===== config.mk =====
export PLATFORM = sky130hd
export DESIGN_NAME = multi_led_blink_controller_unit
export DESIGN_NICKNAME = d
export VERILOG_FILES = /design/src/rtl/mlbc_pkg.sv /design/src/rtl/mlbc_div.sv /design/src/rtl/mlbc_ctrl.sv /design/src/rtl/mlbc_dp.sv /design/src/rtl/multi_led_blink_controller_unit.sv
export SDC_FILE = /design/constraint.sdc
export NUM_CORES = 1
export LEC_CHECK = 0
export ABC_AREA = 1
export BUFFER_PORTS_ARGS = -buffer_cell sky130_fd_sc_hd__buf_2
export CAP_MARGIN = 15
export CORE_MARGIN = 10
export CORE_UTILIZATION = 35
export CTS_BUF_LIST = sky130_fd_sc_hd__clkbuf_4 sky130_fd_sc_hd__clkbuf_8
export CTS_CLUSTER_DIAMETER = 120
export DETAILED_ROUTE_END_ITERATION = 7
export PLACE_DENSITY_LB_ADDON = 0.25
export SLEW_MARGIN = 25
export SYNTH_ARGS = -nofsm -noshare
export SYNTH_HDL_FRONTEND = slang
export SYNTH_SLANG_ARGS = --single-unit

===== constraint.sdc =====
create_clock -name clk_i -period 8.6 [get_ports clk_i]
set_clock_uncertainty 0.1 [all_clocks]
set_input_delay 0.86 -clock clk_i [delete_from_list [all_inputs] [get_ports clk_i]]
set_output_delay 0.86 -clock clk_i [all_outputs]
set_load 0.01 [all_outputs]

===== src/rtl/mlbc_pkg.sv =====
// ----------------------------------------------------------------------------
// mlbc_pkg
// Shared types and constants of the multi-LED blink controller.
// ----------------------------------------------------------------------------
package mlbc_pkg;

  // Request kinds carried in tuser
  typedef enum logic [2:0] {
    REQ_SET    = 3'd0,
    REQ_TOGGLE = 3'd1,
    REQ_BLINK  = 3'd2,
    REQ_STOP   = 3'd3,
    REQ_TICK   = 3'd4
  } mlbc_req_e;

  typedef enum logic [1:0] {
    STS_OK        = 2'd0,
    STS_NOT_READY = 2'd1,
    STS_INVALID   = 2'd2
  } mlbc_status_e;

  typedef enum logic [1:0] {
    ST_IDLE,
    ST_DIV,
    ST_COMMIT
  } mlbc_state_e;

  localparam int unsigned ReqW     = 3;
  localparam int unsigned IdxW     = 3;
  localparam int unsigned FreqW    = 16;
  localparam int unsigned DurW     = 16;
  localparam int unsigned HalfW    = 19;
  localparam int unsigned ElapsedW = 27;
  localparam int unsigned InDataW  = 40;
  localparam int unsigned OutDataW = 16;
  localparam int unsigned OutLeds  = 4;

  // Input tdata layout
  localparam int unsigned IdxLsb   = 0;
  localparam int unsigned OnBit    = 3;
  localparam int unsigned FreqLsb  = 4;
  localparam int unsigned DurLsb   = 20;

  localparam logic [HalfW-1:0]    HalfNum     = 19'd500000;
  localparam int unsigned         DivSteps    = HalfW;
  localparam logic [ElapsedW-1:0] ElapsedMax  = '1;

  typedef struct packed {
    logic load_in;
    logic start_div;
    logic commit;
  } mlbc_cmd_t;

  typedef struct packed {
    logic need_div;
    logic out_free;
    logic div_done;
  } mlbc_sts_t;

endpackage


===== src/rtl/mlbc_div.sv =====
// ----------------------------------------------------------------------------
// mlbc_div
// Restoring divider: half period = 500000 / divisor, one quotient bit a cycle.
// ----------------------------------------------------------------------------
module mlbc_div (
  input  logic                        clk_i,
  input  logic                        rst_ni,
  input  logic                        start_i,
  input  logic [mlbc_pkg::FreqW-1:0]  divisor_i,
  output logic                        done_o,
  output logic [mlbc_pkg::HalfW-1:0]  quot_o
);

  logic                        busy_q, busy_d;
  logic [4:0]                  cnt_q, cnt_d;
  logic [mlbc_pkg::FreqW-1:0]  rem_q, rem_d;
  logic [mlbc_pkg::FreqW-1:0]  dvs_q, dvs_d;
  logic [mlbc_pkg::HalfW-1:0]  quot_q, quot_d;
  logic [mlbc_pkg::FreqW:0]    trial;
  logic                        ge;

  assign trial = {rem_q, mlbc_pkg::HalfNum[cnt_q]};
  assign ge    = trial >= {1'b0, dvs_q};

  always_comb begin
    busy_d = busy_q;
    cnt_d  = cnt_q;
    rem_d  = rem_q;
    dvs_d  = dvs_q;
    quot_d = quot_q;
    if (start_i) begin
      busy_d = 1'b1;
      cnt_d  = 5'(mlbc_pkg::DivSteps - 1);
      rem_d  = '0;
      dvs_d  = divisor_i;
      quot_d = '0;
    end else if (busy_q) begin
      rem_d  = ge ? mlbc_pkg::FreqW'(trial - {1'b0, dvs_q}) : trial[mlbc_pkg::FreqW-1:0];
      quot_d = {quot_q[mlbc_pkg::HalfW-2:0], ge};
      if (cnt_q == '0) begin
        busy_d = 1'b0;
      end else begin
        cnt_d = cnt_q - 5'd1;
      end
    end
  end

  always_ff @(posedge clk_i or negedge rst_ni) begin
    if (!rst_ni) begin
      busy_q <= 1'b0;
      cnt_q  <= '0;
    end else begin
      busy_q <= busy_d;
      cnt_q  <= cnt_d;
    end
  end

  always_ff @(posedge clk_i) begin
    rem_q  <= rem_d;
    dvs_q  <= dvs_d;
    quot_q <= quot_d;
  end

  assign done_o = busy_q && (cnt_q == '0);
  assign quot_o = quot_q;

endmodule


===== src/rtl/mlbc_ctrl.sv =====
// ----------------------------------------------------------------------------
// mlbc_ctrl
// Request sequencer: accept, optional division, commit into the output slot.
// ----------------------------------------------------------------------------
module mlbc_ctrl (
  input  logic                 clk_i,
  input  logic                 rst_ni,
  input  logic                 in_valid_i,
  output logic                 in_ready_o,
  input  mlbc_pkg::mlbc_sts_t  sts_i,
  output mlbc_pkg::mlbc_cmd_t  cmd_o
);

  mlbc_pkg::mlbc_state_e state_q, state_d;
  logic                  accept;

  assign accept = in_valid_i && (state_q == mlbc_pkg::ST_IDLE);

  always_comb begin
    state_d = state_q;
    case (state_q)
      mlbc_pkg::ST_IDLE: begin
        if (accept) begin
          state_d = sts_i.need_div ? mlbc_pkg::ST_DIV : mlbc_pkg::ST_COMMIT;
        end
      end
      mlbc_pkg::ST_DIV: begin
        if (sts_i.div_done) begin
          state_d = mlbc_pkg::ST_COMMIT;
        end
      end
      mlbc_pkg::ST_COMMIT: begin
        if (sts_i.out_free) begin
          state_d = mlbc_pkg::ST_IDLE;
        end
      end
      default: state_d = mlbc_pkg::ST_IDLE;
    endcase
  end

  always_comb begin
    in_ready_o      = (state_q == mlbc_pkg::ST_IDLE);
    cmd_o.load_in   = accept;
    cmd_o.start_div = accept && sts_i.need_div;
    cmd_o.commit    = (state_q == mlbc_pkg::ST_COMMIT) && sts_i.out_free;
  end

  always_ff @(posedge clk_i or negedge rst_ni) begin
    if (!rst_ni) begin
      state_q <= mlbc_pkg::ST_IDLE;
    end else begin
      state_q <= state_d;
    end
  end

  a_commit_free: assert property (@(posedge clk_i) disable iff (!rst_ni)
    cmd_o.commit |-> sts_i.out_free) else $error("commit without free slot");
  a_start_div: assert property (@(posedge clk_i) disable iff (!rst_ni)
    cmd_o.start_div |=> state_q == mlbc_pkg::ST_DIV) else $error("divide not entered");
  a_done_in_div: assert property (@(posedge clk_i) disable iff (!rst_ni)
    sts_i.div_done |-> state_q == mlbc_pkg::ST_DIV) else $error("stray divide done");
  a_commit_idle: assert property (@(posedge clk_i) disable iff (!rst_ni)
    cmd_o.commit |=> state_q == mlbc_pkg::ST_IDLE) else $error("commit did not end request");

endmodule


===== src/rtl/mlbc_dp.sv =====
// ----------------------------------------------------------------------------
// mlbc_dp
// LED state lanes, request register, tick update and output register.
// ----------------------------------------------------------------------------
module mlbc_dp #(
  parameter int unsigned NUM_LEDS = 4
) (
  input  logic                          clk_i,
  input  logic                          rst_ni,
  input  mlbc_pkg::mlbc_cmd_t           cmd_i,
  output logic                          need_div_o,
  output logic                          out_free_o,
  input  logic                          cfg_we_i,
  input  logic                          cfg_wdata_i,
  input  logic [mlbc_pkg::ReqW-1:0]     req_i,
  input  logic [mlbc_pkg::InDataW-1:0]  data_i,
  input  logic [mlbc_pkg::HalfW-1:0]    half_i,
  output logic                          m_valid_o,
  input  logic                          m_ready_i,
  output logic [mlbc_pkg::OutDataW-1:0] m_data_o
);

  localparam int unsigned ShowLeds = (NUM_LEDS < mlbc_pkg::OutLeds) ? NUM_LEDS
                                                                    : mlbc_pkg::OutLeds;

  logic                          ready_q;
  logic [mlbc_pkg::ReqW-1:0]     req_q;
  logic [mlbc_pkg::IdxW-1:0]     idx_q;
  logic                          on_q;
  logic                          fzero_q;
  logic [mlbc_pkg::DurW-1:0]     dur_q;

  logic [NUM_LEDS-1:0]           lvl_q, lvl_d, act_q, act_d;
  logic [mlbc_pkg::HalfW-1:0]    half_q [NUM_LEDS];
  logic [mlbc_pkg::HalfW-1:0]    half_d [NUM_LEDS];
  logic [mlbc_pkg::HalfW-1:0]    ph_q   [NUM_LEDS];
  logic [mlbc_pkg::HalfW-1:0]    ph_d   [NUM_LEDS];
  logic [mlbc_pkg::ElapsedW-1:0] el_q   [NUM_LEDS];
  logic [mlbc_pkg::ElapsedW-1:0] el_d   [NUM_LEDS];
  logic [mlbc_pkg::ElapsedW-1:0] lim_q  [NUM_LEDS];
  logic [mlbc_pkg::ElapsedW-1:0] lim_d  [NUM_LEDS];

  logic                          out_valid_q;
  logic [mlbc_pkg::OutDataW-1:0] out_data_q, out_data_d;

  logic [mlbc_pkg::IdxW-1:0]     in_idx;
  logic [mlbc_pkg::FreqW-1:0]    in_freq;
  logic                          idx_ok, cmd_ok, is_tick;
  logic [mlbc_pkg::ElapsedW-1:0] dur_us;
  logic [mlbc_pkg::ElapsedW-1:0] el_n;
  logic [mlbc_pkg::HalfW-1:0]    ph_n;
  mlbc_pkg::mlbc_status_e        status;
  logic [mlbc_pkg::OutLeds-1:0]  lvl_out, act_out;

  assign in_idx  = data_i[mlbc_pkg::IdxLsb +: mlbc_pkg::IdxW];
  assign in_freq = data_i[mlbc_pkg::FreqLsb +: mlbc_pkg::FreqW];

  assign need_div_o = (req_i == mlbc_pkg::REQ_BLINK) && ready_q &&
                      ({1'b0, in_idx} < 4'(NUM_LEDS)) && (in_freq != '0);
  assign out_free_o = !out_valid_q || m_ready_i;

  assign idx_ok  = {1'b0, idx_q} < 4'(NUM_LEDS);
  assign is_tick = (req_q == mlbc_pkg::REQ_TICK);
  assign dur_us  = (mlbc_pkg::ElapsedW'(dur_q) << 10) - (mlbc_pkg::ElapsedW'(dur_q) << 4)
                 - (mlbc_pkg::ElapsedW'(dur_q) << 3);

  always_comb begin
    cmd_ok = 1'b0;
    if (is_tick) begin
      status = mlbc_pkg::STS_OK;
    end else if (req_q > mlbc_pkg::REQ_TICK) begin
      status = mlbc_pkg::STS_INVALID;
    end else if (!ready_q) begin
      status = mlbc_pkg::STS_NOT_READY;
    end else if (!idx_ok) begin
      status = mlbc_pkg::STS_INVALID;
    end else if ((req_q == mlbc_pkg::REQ_BLINK) && fzero_q) begin
      status = mlbc_pkg::STS_INVALID;
    end else begin
      status = mlbc_pkg::STS_OK;
      cmd_ok = 1'b1;
    end
  end

  always_comb begin
    lvl_d = lvl_q;
    act_d = act_q;
    el_n  = '0;
    ph_n  = '0;
    for (int i = 0; i < NUM_LEDS; i++) begin
      half_d[i] = half_q[i];
      ph_d[i]   = ph_q[i];
      el_d[i]   = el_q[i];
      lim_d[i]  = lim_q[i];
      if (is_tick && act_q[i]) begin
        el_n = (el_q[i] != mlbc_pkg::ElapsedMax) ? el_q[i] + 1'b1 : el_q[i];
        ph_n = ph_q[i] + 1'b1;
        el_d[i] = el_n;
        if (ph_n >= half_q[i]) begin
          ph_d[i] = '0;
          if ((lim_q[i] != '0) && (el_n >= lim_q[i])) begin
            act_d[i] = 1'b0;
          end else begin
            lvl_d[i] = !lvl_q[i];
          end
        end else begin
          ph_d[i] = ph_n;
        end
      end
      if (cmd_ok && (idx_q == mlbc_pkg::IdxW'(i))) begin
        act_d[i] = 1'b0;
        case (req_q)
          mlbc_pkg::REQ_SET:    lvl_d[i] = on_q;
          mlbc_pkg::REQ_TOGGLE: lvl_d[i] = !lvl_q[i];
          mlbc_pkg::REQ_STOP:   lvl_d[i] = 1'b0;
          mlbc_pkg::REQ_BLINK: begin
            half_d[i] = half_i;
            ph_d[i]   = '0;
            el_d[i]   = '0;
            lim_d[i]  = dur_us;
            act_d[i]  = 1'b1;
            lvl_d[i]  = 1'b1;
          end
          default: lvl_d[i] = lvl_q[i];
        endcase
      end
    end
  end

  always_comb begin
    lvl_out = '0;
    act_out = '0;
    for (int i = 0; i < ShowLeds; i++) begin
      lvl_out[i] = lvl_d[i];
      act_out[i] = act_d[i];
    end
    out_data_d = {6'b0, act_out, lvl_out, status};
  end

  always_ff @(posedge clk_i or negedge rst_ni) begin
    if (!rst_ni) begin
      ready_q     <= 1'b0;
      lvl_q       <= '0;
      act_q       <= '0;
      out_valid_q <= 1'b0;
    end else begin
      if (cfg_we_i) begin
        ready_q <= cfg_wdata_i;
      end
      if (cmd_i.commit) begin
        lvl_q       <= lvl_d;
        act_q       <= act_d;
        out_valid_q <= 1'b1;
      end else if (m_ready_i) begin
        out_valid_q <= 1'b0;
      end
    end
  end

  always_ff @(posedge clk_i) begin
    if (cmd_i.load_in) begin
      req_q   <= req_i;
      idx_q   <= in_idx;
      on_q    <= data_i[mlbc_pkg::OnBit];
      fzero_q <= (in_freq == '0);
      dur_q   <= data_i[mlbc_pkg::DurLsb +: mlbc_pkg::DurW];
    end
    if (cmd_i.commit) begin
      out_data_q <= out_data_d;
      for (int i = 0; i < NUM_LEDS; i++) begin
        half_q[i] <= half_d[i];
        ph_q[i]   <= ph_d[i];
        el_q[i]   <= el_d[i];
        lim_q[i]  <= lim_d[i];
      end
    end
  end

  assign m_valid_o = out_valid_q;
  assign m_data_o  = out_data_q;

endmodule


===== src/rtl/multi_led_blink_controller_unit.sv =====
// Flow: tick, set, toggle and stop requests are registered on acceptance and then
// committed to the LED state and output register; a valid blink request runs the divider first.
// A request is taken only when the previous one has committed; blinks are bounded by
// the one-bit-per-cycle half-period divider; a held result stalls the next commit.
// Reset clears all LEDs to off and not blinking, system ready to 0, output empty.
// ----------------------------------------------------------------------------
// multi_led_blink_controller_unit
// Four-channel LED blink controller driven by requests and microsecond ticks.
// ----------------------------------------------------------------------------
module multi_led_blink_controller_unit #(
  parameter int unsigned NUM_LEDS = 4
) (
  input  logic        clk_i,
  input  logic        rst_ni,
  input  logic        cfg_we_i,
  input  logic        cfg_wdata_i,   // system_ready
  input  logic        s_axis_tvalid,
  output logic        s_axis_tready,
  input  logic [39:0] s_axis_tdata,  // led_index[2:0], turn_on[3], freq_hz[19:4],
                                     // blink_ms[35:20]
  input  logic [2:0]  s_axis_tuser,  // req_type[2:0]
  output logic        m_axis_tvalid,
  input  logic        m_axis_tready,
  output logic [15:0] m_axis_tdata   // status[1:0], led_levels[5:2], blinking_mask[9:6]
);

  mlbc_pkg::mlbc_cmd_t         cmd;
  mlbc_pkg::mlbc_sts_t         sts;
  logic                        need_div;
  logic                        out_free;
  logic                        div_done;
  logic [mlbc_pkg::HalfW-1:0]  half;

  assign sts.need_div = need_div;
  assign sts.out_free = out_free;
  assign sts.div_done = div_done;

  mlbc_ctrl u_ctrl (
    .clk_i      (clk_i),
    .rst_ni     (rst_ni),
    .in_valid_i (s_axis_tvalid),
    .in_ready_o (s_axis_tready),
    .sts_i      (sts),
    .cmd_o      (cmd)
  );

  mlbc_div u_div (
    .clk_i     (clk_i),
    .rst_ni    (rst_ni),
    .start_i   (cmd.start_div),
    .divisor_i (s_axis_tdata[mlbc_pkg::FreqLsb +: mlbc_pkg::FreqW]),
    .done_o    (div_done),
    .quot_o    (half)
  );

  mlbc_dp #(
    .NUM_LEDS (NUM_LEDS)
  ) u_dp (
    .clk_i       (clk_i),
    .rst_ni      (rst_ni),
    .cmd_i       (cmd),
    .need_div_o  (need_div),
    .out_free_o  (out_free),
    .cfg_we_i    (cfg_we_i),
    .cfg_wdata_i (cfg_wdata_i),
    .req_i       (s_axis_tuser),
    .data_i      (s_axis_tdata),
    .half_i      (half),
    .m_valid_o   (m_axis_tvalid),
    .m_ready_i   (m_axis_tready),
    .m_data_o    (m_axis_tdata)
  );

endmodule

Word level (Yosys, flattened, before mapping)
Memories as Yosys holds them, arrays and structs flattened. Index checks and enable logic that the tools add are counted.

Bits in registers: 103. Latch bits: 0. RAM bits: 368. Bits in read-only memories: 32. Input port bits: 49. Output and inout bits: 18. Logic and storage cells: 218. Memories: 5.

Add/subtract/negate cells: 12. Multipliers: 0. Div/mod/pow operators: 0. $lt $le $gt $ge: 13. Equality and inequality tests: 18. Shift-type cells: 0. Muxes and demuxes: 111. Bitwise operators: 0. Reductions and logical operators: 41.

Memories: u_dp.el_q (words 4, width 27, read ports 4, clocked after Yosys merged registers in 0, wr ports 4, RTL line mlbc_dp.sv:38) `logic [mlbc_pkg::ElapsedW-1:0] el_q [NUM_LEDS];`; u_dp.lim_q (words 4, width 27, read ports 4, clocked after Yosys merged registers in 0, wr ports 4, RTL line mlbc_dp.sv:40) `logic [mlbc_pkg::ElapsedW-1:0] lim_q [NUM_LEDS];`; u_dp.half_q (words 4, width 19, read ports 4, clocked after Yosys merged registers in 0, wr ports 4, RTL line mlbc_dp.sv:34) `logic [mlbc_pkg::HalfW-1:0] half_q [NUM_LEDS];`; u_dp.ph_q (words 4, width 19, read ports 4, clocked after Yosys merged registers in 0, wr ports 4, RTL line mlbc_dp.sv:36) `logic [mlbc_pkg::HalfW-1:0] ph_q [NUM_LEDS];`; (name not given) (words 32, width 1, read ports 1, clocked after Yosys merged registers in 0, wr ports 0, RTL line mlbc_div.sv:22) `assign trial = {rem_q, mlbc_pkg::HalfNum[cnt_q]};`.

Operators by type and width (number): 2-to-1 mux 27 bit (24); 2-to-1 mux 19 bit (24); adder 27 x 1 -> 27 bit (second input constant) (4); >= comparator 27 bit (4); inequality test 27 bit (second input constant) (4); nonzero test 27 bit (4); adder 19 x 1 -> 19 bit (second input constant) (4); >= comparator 19 bit (4); 2-to-1 mux 1 bit (46); subtractor 26 x 20 -> 27 bit (1); subtractor 27 x 19 -> 27 bit (1); logical AND 1 bit (20); >= comparator 17 x 16 -> 1 bit (1); zero test 16 bit (1); 2-to-1 mux 16 bit (1); 2-to-1 mux 2 bit (8); case mux 1 bit (4 select lines) (4); nonzero test 16 bit (1); subtractor 16 bit (1); equality test 3 x 2 -> 1 bit (second input constant) (5); 2-to-1 mux 5 bit (3); equality test 3 x 1 -> 1 bit (second input constant) (2); zero test 3 bit (2); less-than comparator 3 bit (second input constant) (2); 17 further kinds (24).

Depth between registers and ports, before layout
Gate-level depths: netlist of run 1.

Word-level depth: 9. Depth in mapped cells: 26. Depth with buffers taken out: 26.

Cells and area by module
A second synthesis of run 1 with hierarchy kept.

Cells, all modules: 3562. Area total of the unflattened synthesis: 30127.6 µm².

Modules (own cells, without submodules): mlbc_dp (instances 1, cells each 3083, area an instance 26499.2 µm², sequential area each 11961.5 µm²); mlbc_div (instances 1, cells each 456, area an instance 3475.8 µm², sequential area each 1331.3 µm²); mlbc_ctrl (instances 1, cells each 23, area an instance 152.6 µm², sequential area each 50.0 µm²).

Worst setup path before layout of run 1
OpenSTA, ideal clock, no wires.

Path kind: in2reg. Start point: input m_axis_tready. End point: register u_dp.act_q[1]. Library setup time: 408 ps. Data arrival time: 6705 ps. Required time: 8092 ps. Path slack: 1387 ps. Stages: 4. Buffers on the path: 1. Cells stage by stage: nor2_1 -> nor2_1 -> clkbuf_1 -> o21ai_0.

RTL lines: start: declaration (RTL line multi_led_blink_controller_unit.sv:23) `input logic m_axis_tready,`; end signal: assignment (RTL line mlbc_dp.sv:152) `act_q <= act_d;`; end: declaration (RTL line mlbc_dp.sv:33) `logic [NUM_LEDS-1:0] lvl_q, lvl_d, act_q, act_d;`.

==> impl_metrics.toml, run 1 <==
[route]
first_iter_violations = 1644
ant_nets = 0
totalWireLength_mm = 77.2
total_via_count_in_the_routed_design = 23400
route.detailed.wl_per_inst_um = 16.0
drt_pass1_iterations = 6
drc = 0
vias_per_cell = 4.86

[timing]
fmax_ghz = 0.241
hold_viol_final = 0
drv_slew = 0
timing.slew.headroom_pct = 30.6
timing.final.ws_setup_ns = 4.45
final-setup-viol-count = 0
hold-worst-slack_ns = 0.0647
grt_setup_unrepaired = "false"
finalWorstPathRequiredPeriod_ns = 4.15
setup_total_negative_slack_ns = 0
timing.final.crit_share_pct = 48.2
worst_pin_slew_ns = 1.04

[logic_synthesis]
synthMostInstantiatedCell = "sky130_fd_sc_hd__nand2_1"
cells_after_synth = 3526
synth-edff-count = 406
seq_area_frac_synth_pct = 44.4
synth_top_area_share_pct = 40.6
postSynth.topFlopCell = "sky130_fd_sc_hd__edfxtp_1"
mappedNetlistArea_sq_um = 30100
synth.distinct_cells = 57
ys_seq_elements = 459
synth_area_leader_cell = "sky130_fd_sc_hd__edfxtp_1"
netlist_top_cells_area = "sky130_fd_sc_hd__edfxtp_1 (41%), sky130_fd_sc_hd__ha_1 (9.5%), sky130_fd_sc_hd__nand2_1 (8.8%)"
synth_top_cells_by_count = "sky130_fd_sc_hd__nand2_1 (703), sky130_fd_sc_hd__inv_1 (607), sky130_fd_sc_hd__edfxtp_1 (406)"
ys_warn_count = 0
post_synth.cell_area_avg_sq_um = 8.53
synthArstFlopShare_pct = 3.92

[grt]
antenna_found_initial = 2
via_count_of_the_first_global_routing_pass = 22500
grt_first_pass_wirelength_mm = 122
grt_util_all_layers_pct = 15.4
pin_count_of_the_biggest_net_entering_global_routing = 140
grt_remaining_overflow = 0

[power]
p_clk_share_pct = 22.1
power.combinational.fraction_pct = 38.2
power_switching_share_pct = 41.2
p_leak_uw = 0.0149
peakVddDrop_v = 0.000150
switchingPower_uw = 4010
internal_power_uw = 5720
pwr_density_cell_nw_per_um2 = 292
register_share_of_total_power_pct = 39.7

[cts]
htree_num_levels = 3
ctsLongestPathBuffers = 3
clock-sinks = 459
number_of_buffers_created_by_cts = 82
cts.hold.buffers_added = 0
root_buffer = "sky130_fd_sc_hd__clkbuf_8"
postCtsSetupBuffers = 0
cts_tree = "built"
worst_skew_pair.late_latency_ns = 0.70
post_cts_clock_slew_at_the_launch_and_capture_registers_of_the_worst_setup_and_hold_paths_ns = 0.06
cts-resized-gates = 0

[floorplan]
design.core.area_sq_um = 85100
rows = 107
die-area_sq_um = 98000
chipHeight_um = 313
num_io_pins = 67
die_x_um = 313
initial_utilization_pct = 35.3

[worst_setup_path]
critical_path_class = "register to register"
start_kind = "register"
worst-path-max-fanout = 21
critical_path_buf_inv_count = 1
crit_path_capture_type = "register"
critical_path_cell_by_cell = "ha_1 > nand3_2 > nor2_2 > nand2_1 > nor2_4 > nand2_1 > o21ai_0 > ha_1 > nand2_1 > inv_1 > nand2_1 > nand2_1 > nand2_1 > nand3_1 > nand2_1 > nand3_1 > nand2_1 > nand3_1 > nand2_1 > nand3_1 > and2_1"
crit_path_top_delay_cell = "sky130_fd_sc_hd__nand2_1"
critPathArrivalTime_ns = 4.49
crit_family = "simple AND/OR/NAND/NOR gates"
crit_path_max_incr_delay_ns = 0.48
crit_top_cell = "sky130_fd_sc_hd__nand2_1"
worstPathRequired_ns = 8.94

[place]
worst_setup_slack_after_placement_ns = 4.41
placed_cells_incl_taps = 4666
port_buffers = 56
placer_congestion_estimate = 0.870
placedInstanceArea_sq_um = 31600
dp_hpwl_mm = 56.0

[layout]
layout.cell_area.non_filler_sq_um = 33300
area_growth_syn_to_layout_pct = 10.7
layout.cells.non_filler = 4821
fin_nets = 3893
drive_gt1_share_pct = 9.17

[outcome]
run_status = "finished clean"

[flow_run]
number_of_violations_of_the_max_capacitance_limit = 0

[min_path]
min-delay-path-class = "input port to asynchronous set/reset pin"
[flip-flops by register name, indices dropped and copies added, names as in the netlist, 3 cells and up]
signal,flops
u_dp.el_q,108
u_dp.lim_q,96
u_dp.half_q,76
u_dp.ph_q,76
u_div.quot_o,19
u_div.dvs_q,16
u_div.rem_q,16
u_dp.dur_q,16
u_dp.m_data_o,10
u_div.cnt_q,5
u_dp.act_q,4
u_dp.lvl_q,4
u_dp.idx_q,3
u_dp.req_q,3
[cells by family (layout without fill, tap and decap cells)]
| kind of cell | count (synthesis) | after routing | share of synthesized area [%] |
|---|---|---|---|
| and+or+nand+nor | 1440 | 1440 | 21.4 |
| buffers and inverters | 716 | 860 | 9.25 |
| AOI/OAI and AO/OA | 504 | 504 | 9.75 |
| DFF | 459 | 459 | 44.4 |
| adders and majority gates | 238 | 238 | 10.2 |
| xor gates and xnor gates | 168 | 168 | 5.04 |
| other | 1 | 8 | 0.0125 |
[power groups by stage]
| stage | sequential, uW | clock [uW] | combinational [uW] |
|---|---|---|---|
| 2_1_floorplan | 3770 | 0 | 2730 |
| 3_3_place_gp | 3900 | 0 | 3680 |
| 3_5_place_dp | 3890 | 0 | 3730 |
| 4_1_cts | 3860 | 2220 | 3750 |
| 5_1_grt | 3940 | 2310 | 4280 |
| 6_report | 3870 | 2150 | 3710 |
[routing by layer]
metal  share of wire (%)  up-vias  track usage, %
met2                  45      502            25.0
met1                  47    10900            21.0
met5               0.017        -               0
met3                 5.0      115            2.57
li1                    -    11900               -
met4                 2.3        2            4.28
[final cells by class]
type	instances	area [sq um]
diodes	2	5.00
clock buffers	111	1380
clock inverters	42	307
fillers	8800	51900
inverters	633	2380
multi-input cells	2356	14000
flip-flops and latches	459	13300
well taps	1144	1430
repair buffers	74	428
[worst paths after layout]
check | startpoint | to | slack (ns) | depth (start not counted)
worst max-delay path | u_dp.el_q[2][0]$_DFFE_PP_ | u_dp.m_data_o[4]$_DFFE_PP_ | 4.45 | 21
worst min-delay path | rst_ni | u_div.cnt_q[0]$_DFFE_PN0P_ | 0.06 | 1
worst max register to register | u_dp.el_q[2][0]$_DFFE_PP_ | u_dp.m_data_o[4]$_DFFE_PP_ | 4.45 | 21
worst min register to register | u_dp.act_q[3]$_DFFE_PN0P_ | u_dp.act_q[3]$_DFFE_PN0P_ | 0.42 | 2
max in group asynchronous | rst_ni | u_dp.m_valid_o$_DFFE_PN0P_ | 7.94 | 1
min in group clk_i | s_axis_tdata[7] | u_div.dvs_q[3]$_DFFE_PP_ | 0.26 | 1
[through the flow]
stage	power, uW	utilization (%)
6_report	9730	39.1
2_1_floorplan	6500	-
4_1_cts	9840	39.1
3_3_place_gp	7580	37.1
3_5_place_dp	7630	37.1
5_1_grt	10500	39.1
[worst register-to-register path: cells and delay by family (launching register included)]
family	cells	cell delay, ns
and+or+nand+nor	17	2.21
adders and majority gates	2	0.66
DFF	1	0.45
AOI/OAI and AO/OA	1	0.43
buffers and inverters	1	0.05
[cell usage in the layout (no fill, tap or decap), types with 24 or more instances in the layout]
cell                         n
sky130_fd_sc_hd__a21oi_1   183
sky130_fd_sc_hd__a22oi_1    64
sky130_fd_sc_hd__buf_2      56
sky130_fd_sc_hd__clkbuf_8   88
sky130_fd_sc_hd__dfxtp_1    35
sky130_fd_sc_hd__edfxtp_1  406
sky130_fd_sc_hd__ha_1      228
sky130_fd_sc_hd__inv_1     606
sky130_fd_sc_hd__inv_2      24
sky130_fd_sc_hd__nand2_1   700
sky130_fd_sc_hd__nand3_1   156
sky130_fd_sc_hd__nand4_1    85
sky130_fd_sc_hd__nor2_1    303
sky130_fd_sc_hd__nor3_1     73
sky130_fd_sc_hd__nor4_1     28
sky130_fd_sc_hd__o211ai_1   29
sky130_fd_sc_hd__o21ai_0   132
sky130_fd_sc_hd__o21ai_1    30
sky130_fd_sc_hd__xnor2_1    38
sky130_fd_sc_hd__xor2_1    123
Power figures use the tool's default switching activity.
==> run 2, diff against run 1 <==
- clock period: 8.6 -> 3.8 ns (I/O delays scaled with it)
==> impl_metrics.toml, run 2 (same netlist as run 1, synthesis figures left out) <==
[route]
drt_pass1_iterations = 6
ant_nets = 0
drc = 0
routed-wl-met2_mm = 35.6
first_iter_violations = 1800
vias_per_cell = 4.81
wl_met1_mm = 36.8
detailroute.wirelength.met3_mm = 3.79
totalWireLength_mm = 78.1
route.detailed.wl_per_inst_um = 15.9
total_via_count_in_the_routed_design = 23600
highest_metal_used = "met4"

[grt]
grt_util_all_layers_pct = 15.5
antenna_found_initial = 6
grt_first_pass_wirelength_mm = 123
pin_count_of_the_biggest_net_entering_global_routing = 112
grt_remaining_overflow = 0
via_count_of_the_first_global_routing_pass = 22500

[place]
dp_hpwl_mm = 56.8
placer_congestion_estimate = 0.906
port_buffers = 56

[layout]
multi_input_area_sq_um = 14000
fin_nets = 3983
area_growth_syn_to_layout_pct = 14.1
registers.top_by_ff_count = "u_dp.el_q"
drive_gt1_share_pct = 10.4
reg_top3 = "u_dp.el_q x108, u_dp.lim_q x96"
final_core_utilization_pct = 40.3
largest_reg_flops = 108
most-common-layout-cells = "sky130_fd_sc_hd__nand2_1 (701), sky130_fd_sc_hd__inv_1 (607), sky130_fd_sc_hd__edfxtp_1 (406)"
layout_commonest_cell = "sky130_fd_sc_hd__nand2_1"
fillerInstances = 8694
layout.area.seq_sq_um = 13300

[cts]
cts_tree = "built"
post_cts_clock_slew_at_the_launch_and_capture_registers_of_the_worst_setup_and_hold_paths_ns = 0.06
clock-sinks = 459
root_buffer = "sky130_fd_sc_hd__clkbuf_8"
worst_skew_pair.late_latency_ns = 0.69
ctsLongestPathBuffers = 3
number_of_buffers_created_by_cts = 83
htree_num_levels = 3

[power]
power.total_uw = 22700
p_leak_uw = 0.0154
peakVddDrop_v = 0.000538
pwr_density_cell_nw_per_um2 = 661

[timing]
setup_total_negative_slack_ns = 0
worst_pin_slew_ns = 1.07
fmax_ghz = 0.286
hold_viol_final = 0
drv_slew = 0
timing.slew.headroom_pct = 28.7
timing.final.crit_share_pct = 92.0
final-setup-viol-count = 0
grt_setup_unrepaired = "false"
finalWorstPathRequiredPeriod_ns = 3.49

[worst_setup_path]
crit_path_capture_type = "register"
worstPathRequired_ns = 4.12
critical_path_class = "register to register"
critPathArrivalTime_ns = 3.81
start_kind = "register"
worst-path-max-fanout = 19

[floorplan]
num_io_pins = 67
die_x_um = 313
rows = 107
chipHeight_um = 313
die-area_sq_um = 98000
initial_utilization_pct = 35.3
design.core.area_sq_um = 85100

[min_path]
min-delay-path-class = "input port to register"

[flow_run]
number_of_violations_of_the_max_capacitance_limit = 0

[outcome]
run_status = "finished clean"
run 2: critical path, cell delays in order, from the launching register on:
cell                       delay (ns)
sky130_fd_sc_hd__edfxtp_1        0.46
sky130_fd_sc_hd__ha_1            0.22
sky130_fd_sc_hd__nand2_1         0.08
sky130_fd_sc_hd__nor2_1          0.16
sky130_fd_sc_hd__nand3_1         0.18
sky130_fd_sc_hd__nor3_2          0.25
sky130_fd_sc_hd__nand3_1         0.17
sky130_fd_sc_hd__xnor2_2         0.19
sky130_fd_sc_hd__ha_1            0.33
sky130_fd_sc_hd__nand2_1         0.06
sky130_fd_sc_hd__nor2_1          0.12
sky130_fd_sc_hd__nand2_1         0.09
sky130_fd_sc_hd__nor2_1          0.10
sky130_fd_sc_hd__nand2_1         0.06
sky130_fd_sc_hd__nand4_1         0.15
sky130_fd_sc_hd__nor2_2          0.05
sky130_fd_sc_hd__buf_4           0.23
sky130_fd_sc_hd__a22oi_1         0.17
sky130_fd_sc_hd__nor2_1          0.06
run 2: final timing paths:
check                                       startpoint  slack (ns)  cells past startpoint                             to
setup / recovery             u_dp.ph_q[1][0]$_DFFE_PP_        0.31                     18     u_dp.ph_q[1][13]$_DFFE_PP_
hold / removal                           s_axis_tvalid        0.11                      6  u_ctrl.state_q[0]$_DFFE_PN0P_
setup reg to reg             u_dp.ph_q[1][0]$_DFFE_PP_        0.31                     18     u_dp.ph_q[1][13]$_DFFE_PP_
hold reg to reg            u_div.rem_q[4]$_SDFFE_PP0P_        0.41                      2    u_div.rem_q[5]$_SDFFE_PP0P_
max in group asynchronous                       rst_ni        3.01                      2       u_dp.ready_q$_DFFE_PN0P_
min in group asynchronous                       rst_ni        0.15                      2     u_div.cnt_q[0]$_DFFE_PN0P_
run 2: power by group:
part / internal [uW] / switching, uW
registers: 7450 / 1250
logic: 3130 / 5710
clock network: 2890 / 2270
run 2: layout make-up:
cell class,instances,share of cell area (%)
multi-input cells,2356,40.9
flip-flops and latches,459,38.9
inverters,633,6.93
well taps,1144,4.17
clock buffers,112,4.16
repair buffers,163,3.76
clock inverters,42,1.13
diodes,1,0.00729
run 2: repair_timing:
action | CTS | global route
endpoints found under the hold margin | 60 | 0
hold buffers | 43 | 0
setup endpoints to repair | 0 | 52
setup buffers | 0 | 5
resized for setup | 0 | 7
run 2: metal layers:
metal  up-vias  GRT usage [%]
li1      12100              -
met1     10900           21.1
met2       490           25.4
met3       118           2.57
met4         0           4.17
met5         -              0
run 2: stage by stage:
| stage | hold slack (ns) | cells | instance area, sq um | worst slack [ns] |
|---|---|---|---|---|
| global route | 0.138 | 4910 | 34300 | 0.0241 |
| floorplan | -0.0156 | 3531 | 30100 | 0.0505 |
| CTS | 0.0426 | 4904 | 34200 | 0.231 |
| global placement | 0.328 | 4707 | 32000 | 0.290 |
| finish | 0.106 | 4910 | 34300 | 0.305 |
| detailed placement | 0.330 | 4707 | 32000 | 0.241 |
